<file path="config.mk">
export PLATFORM = sky130hd
export DESIGN_NAME = mtrans_div
export DESIGN_NICKNAME = d
export VERILOG_FILES = /design/src/rtl/multi_table_rans_encoder_assert.svh /design/src/rtl/mtrans_pkg.sv /design/src/rtl/mtrans_div.sv
export SDC_FILE = /design/constraint.sdc
export NUM_CORES = 1
export LEC_CHECK = 0
export BUFFER_PORTS_ARGS = -buffer_cell sky130_fd_sc_hd__buf_2
export CAP_MARGIN = 20
export CORE_MARGIN = 5
export CORE_UTILIZATION = 34
export CTS_BUF_LIST = sky130_fd_sc_hd__clkbuf_8
export DETAILED_ROUTE_END_ITERATION = 16
export GPL_ROUTABILITY_DRIVEN = 0
export PLACE_DENSITY = 0.52
export SYNTH_ARGS = -nofsm -noshare
export SYNTH_HDL_FRONTEND = slang
export SYNTH_SLANG_ARGS = --single-unit
</file>
<file path="constraint.sdc">
create_clock -name clk_i -period 6.02 [get_ports clk_i]
set_input_delay 1.204 -clock clk_i [delete_from_list [all_inputs] [get_ports clk_i]]
set_output_delay 1.204 -clock clk_i [all_outputs]
set_load 0.1 [all_outputs]
</file>
<file path="src/rtl/multi_table_rans_encoder_assert.svh">
// Assertion macros shared by the encoder RTL.
`ifndef MULTI_TABLE_RANS_ENCODER_ASSERT_SVH
`define MULTI_TABLE_RANS_ENCODER_ASSERT_SVH

// Same-cycle implication, clocked on clk_i, quiet while rst_ni is low.
`define MTRANS_ASSERT_NOW(lbl, ante, cons, msg) \
  lbl: assert property (@(posedge clk_i) disable iff (!rst_ni) (ante) |-> (cons)) \
    else $error(msg);

// Next-cycle implication, clocked on clk_i, quiet while rst_ni is low.
`define MTRANS_ASSERT_NEXT(lbl, ante, cons, msg) \
  lbl: assert property (@(posedge clk_i) disable iff (!rst_ni) (ante) |=> (cons)) \
    else $error(msg);

`endif

</file>
<file path="src/rtl/mtrans_pkg.sv">
// Types, codes and defaults of the multi-table rANS encoder.
package mtrans_pkg;

  // Default configuration
  localparam int unsigned NUM_TABLES_DEF     = 6;
  localparam int unsigned PRECISION_BITS_DEF = 14;

  // Coder constants
  localparam logic [31:0] STATE_LOW_BOUND = 32'h0001_0000;
  localparam int unsigned WORD_BITS       = 16;
  localparam int unsigned FREQ_W          = 15;
  localparam int unsigned CUM_W           = 14;

  // Command modes
  localparam logic [1:0] MODE_LOAD   = 2'd0;
  localparam logic [1:0] MODE_ENCODE = 2'd1;
  localparam logic [1:0] MODE_FLUSH  = 2'd2;

  // Result kinds
  localparam logic [1:0] KIND_WORD    = 2'd0;
  localparam logic [1:0] KIND_STATE_A = 2'd1;
  localparam logic [1:0] KIND_STATE_B = 2'd2;
  localparam logic [1:0] KIND_ERROR   = 2'd3;

  typedef enum logic [1:0] {
    ST_IDLE,
    ST_CHECK,
    ST_DIV,
    ST_FLUSH
  } state_e;

  typedef struct packed {
    logic [1:0]        mode;
    logic [2:0]        table_index;
    logic [7:0]        symbol;
    logic [FREQ_W-1:0] frequency;
    logic [CUM_W-1:0]  cumulative;
  } cmd_t;

  typedef struct packed {
    logic [1:0]  kind;
    logic [31:0] value;
    logic        last;
  } res_t;

  typedef struct packed {
    logic [FREQ_W-1:0] freq;
    logic [CUM_W-1:0]  cum;
  } entry_t;

  // Table port control
  typedef struct packed {
    logic   we;
    logic   re;
    entry_t wdata;
  } tbl_req_t;

endpackage

</file>
<file path="src/rtl/mtrans_div.sv">
// Radix-2 restoring divider, one quotient bit per cycle.
module mtrans_div #(
  parameter int unsigned QBITS = 32 - mtrans_pkg::PRECISION_BITS_DEF
) (
  input  logic                          clk_i,
  input  logic                          rst_ni,
  input  logic                          start_i,
  input  logic [31:0]                   dividend_i,
  input  logic [mtrans_pkg::FREQ_W-1:0] divisor_i,
  output logic                          done_o,
  output logic [QBITS-1:0]              quot_o,
  output logic [mtrans_pkg::FREQ_W-1:0] rem_o
);
  import mtrans_pkg::*;

  localparam int unsigned CNT_W = $clog2(QBITS);

  logic              active_q;
  logic              done_q;
  logic [CNT_W-1:0]  cnt_q;
  logic [31:0]       sh_q;
  logic [FREQ_W-1:0] rem_q;
  logic [FREQ_W-1:0] dvs_q;
  logic [FREQ_W:0]   trial;
  logic              ge;

  // Trial subtract: partial remainder with the next dividend bit
  assign trial = {rem_q, sh_q[31]};
  assign ge    = trial >= {1'b0, dvs_q};

  // Control
  always_ff @(posedge clk_i or negedge rst_ni) begin
    if (!rst_ni) begin
      active_q <= 1'b0;
      done_q   <= 1'b0;
      cnt_q    <= '0;
    end else begin
      done_q <= 1'b0;
      if (start_i) begin
        active_q <= 1'b1;
        cnt_q    <= '0;
      end else if (active_q) begin
        cnt_q <= cnt_q + 1'b1;
        if (cnt_q == CNT_W'(QBITS - 1)) begin
          active_q <= 1'b0;
          done_q   <= 1'b1;
        end
      end
    end
  end

  // Datapath: quotient bits shift in at the bottom of the dividend register
  always_ff @(posedge clk_i) begin
    if (start_i) begin
      sh_q  <= dividend_i << (32 - QBITS);
      rem_q <= FREQ_W'(dividend_i >> QBITS);
      dvs_q <= divisor_i;
    end else if (active_q) begin
      sh_q  <= {sh_q[30:0], ge};
      rem_q <= ge ? FREQ_W'(trial - {1'b0, dvs_q}) : trial[FREQ_W-1:0];
    end
  end

  assign done_o = done_q;
  assign quot_o = sh_q[QBITS-1:0];
  assign rem_o  = rem_q;

endmodule

</file>
==> impl_metrics.ini <==
[global_route]
grt_max_degree = 41
overflow = 0
track_usage_pct = 12.9
grt_pass1_wl_um = 13200
antenna_found_initial = 0
grt_pass1_vias = 2649

[timing]
worst_pin_slew_ns = 0.826
final_hold_viol_count = 0
whs_ns = 0.521
period_needed_ns = 3.20
min_period_over_period_pct = 53.2
tns_ns = 0
slew_headroom_pct = 44.6
finClkSkew_ns = 0.0101
finalSetupViolCount = 0
slew_violations = 0
max_freq_mhz = 312
rsz0062_at_grt = no

[critical_path]
rr_worst_depth = 11
endpoint_kind = register
timing.rr.end = rem_o[3]
critPathMaxFanout = 12
critPathKind = register to register
path_cells = inv_1 -> ha_1 -> fa_1 -> nor2b_1 -> o21ai_0 -> a211oi_1 -> nor2_1 -> a22oi_2 -> buf_4 -> mux2i_1 -> a21oi_1
startpoint = sh_q[31]
worstSetupEndpoint = rem_o[3]
startpoint_type = register
cpPeakStageDelay_ns = 0.63
cp.arrival_ns = 3.29
r2r-start = sh_q[31]
worstPathRequired_ns = 6.11
slowest_stage = a22oi_2
r2r_setup_slack_ns = 2.82

[synth]
async_flop_share_pct = 10.1
synth_edf_count = 47
synth_top_flop_cell = edfxtp_1
synth-seq-area-share_pct = 49.9
netlist_area_mm2 = 0.00378
synthesis.nets = 414
postSynthCellCount = 346
synth-seq-cells = 69
syn_avg_cell_area_um2 = 10.9
ys_types = 57
yosysWarnings = 0

[routing]
wl_per_cell_um = 15.1
vias = 2698
antenna_left = 0
routed_via_density = 4.87
drc = 0
drtIter0Drc = 109
routed_wirelength_um = 8370
drt-pass1-iter-count = 5

[finish]
nets = 477
drive_gt1_share_pct = 27.3
fill_cells = 1101
areaGrowthSynthToFinish_pct = 15.5
antennaDiodeCount = 0

[clocking]
cts_tree = built
post_cts_buffers = 0
cts_buffers = 9
post_cts_resized = 0
clockBufferDepth = 2
clkLatencyLatePin_ns = 0.36
hold_buffers = 0
h-tree-depth = 3
clk_pin_slew_ns = 0.08
clockRootBuffer = clkbuf_8
cts.sinks = 69

[hold_path]
hold_path.class = register to register
min_from = sh_q[13]

[place]
detailed_place_hpwl_um = 5910
port-buffer-count = 83

[die]
dieArea_mm2 = 0.0133
die-height_um = 115
ioPinCount = 84
die_w_um = 115
start_util_pct = 34.8
rows = 38
core_area_mm2 = 0.0109

[power_and_ir_drop]
vdd_drop_max_v = 0.000285
leakage_nw = 2.01
power_density_mw_per_mm2 = 529

[status]
status = completed

[flow_run]
cap_violations = 0
==> report_power, final <==
group | leakage, nW | total, mW | internal, mW | switching [mW]
combinational | 1.20 | 1.27 | 0.380 | 0.888
sequential | 0.703 | 0.668 | 0.607 | 0.0616
clock | 0.102 | 0.376 | 0.190 | 0.186
total | 2.01 | 2.31 | 1.18 | 1.14
==> how the worst min path moves through the flow <==
stage          endpoint  cells after the start
6_report       sh_q[13]                      2
5_1_grt        sh_q[31]                      1
4_1_cts         sh_q[9]                      2
3_5_place_dp    sh_q[9]                      2
3_3_place_gp   sh_q[13]                      2
2_1_floorplan   sh_q[0]                      2
==> routing by layer <==
layer  global-route usage [%]  up-vias  part of all wire, %
met5                        0        -                    0
met2                     20.9       59                   48
met4                     4.38        0                  1.5
met1                     15.9     1278                   45
li1                         -     1352                    -
met3                     5.01        9                  6.1
==> synthesized netlist by cell type, types with 2 or more instances <==
cell type	number	area (µm²)
buf_2	3	15.0
nand4_1	4	25.0
dfrtp_1	7	175
clkbuf_1	10	37.5
inv_1	20	75.1
a21o_1	4	30.0
nand2b_1	4	25.0
o211ai_1	2	15.0
o41ai_1	2	17.5
nor2_1	40	150
a31oi_1	5	31.3
nor2b_1	3	18.8
nor3_2	2	20.0
nand2_1	22	82.6
buf_1	2	7.51
ha_1	17	213
dfxtp_1	15	300
buf_4	18	135
a22o_1	16	140
and2_1	2	12.5
a21oi_1	14	70.1
a311oi_2	2	30.0
xor2_1	5	43.8
xnor2_1	10	87.6
a211oi_1	3	22.5
mux2i_1	22	220
edfxtp_1	47	1410
nand3_1	6	30.0
o21ai_0	10	50.1
o21a_1	2	15.0
==> critical path, delay by kind of cell, from the launching register on <==
family	cells	cell delay (ns)
simple gates	2	0.29
compound gates	4	1.08
buf+inv	2	0.37
fa+ha+maj	2	0.62
flops	1	0.37
mux	1	0.20
==> sequential cells by signal, summed over array words and instances (netlist names) <==
register,flops
active_q,1
dvs_q,15
rem_o,15
sh_q,32
done_o,1
cnt_q,5
==> cells in the final DEF (no fill, tap or decap), types with 2 or more instances in the layout <==
master and n:
a311oi_2 2, xor2_1 5, a22o_1 16, nand3_1 6, o41ai_1 2, o21a_1 2
nand2_1 22, mux2i_1 22, buf_4 4, a21o_1 4, dfxtp_1 15, a21oi_1 14
nand4_1 4, a211oi_1 3, nor3_2 2, a31oi_1 5, inv_1 22, o21ai_0 10
nor2b_1 3, and2_1 2, buf_2 83, clkbuf_8 9, edfxtp_1 47, ha_1 17
nand2b_1 4, nor2_1 40, o211ai_1 2, dfrtp_1 7, xnor2_1 10
==> per-stage QoR <==
| step | utilization, % | total power [mW] | setup slack (ns) | cells | cell area (µm²) |
|---|---|---|---|---|---|
| floorplan | - | 1.77 | 3.02 | 346 | 3780 |
| global placement | 38.3 | 1.94 | 2.47 | 537 | 4170 |
| detailed placement | 38.3 | 1.95 | 2.39 | 537 | 4170 |
| CTS | 40.1 | 2.34 | 2.79 | 553 | 4360 |
| global route | 40.1 | 2.45 | 2.55 | 554 | 4370 |
| finish | 40.1 | 2.31 | 2.82 | 554 | 4370 |
==> cell type report <==
type | instances | area, µm² | area share [%]
well taps | 140 | 175 | 4.01
multi-input cells | 221 | 1590 | 36.4
clock buffers | 9 | 124 | 2.84
inverters | 21 | 78.8 | 1.80
repair buffers | 87 | 445 | 10.2
flip-flops and latches | 69 | 1890 | 43.2
clock inverters | 7 | 67.6 | 1.55
==> kinds of logic after synthesis <==
family | share of synthesized area (%)
simple gates | 11.9
fa+ha+maj | 6.15
compound gates | 14.4
flops | 49.9
buf+inv | 8.07
xor+xnor | 3.47
mux | 6.12
Note: power is estimated with default switching activity, not from simulation.
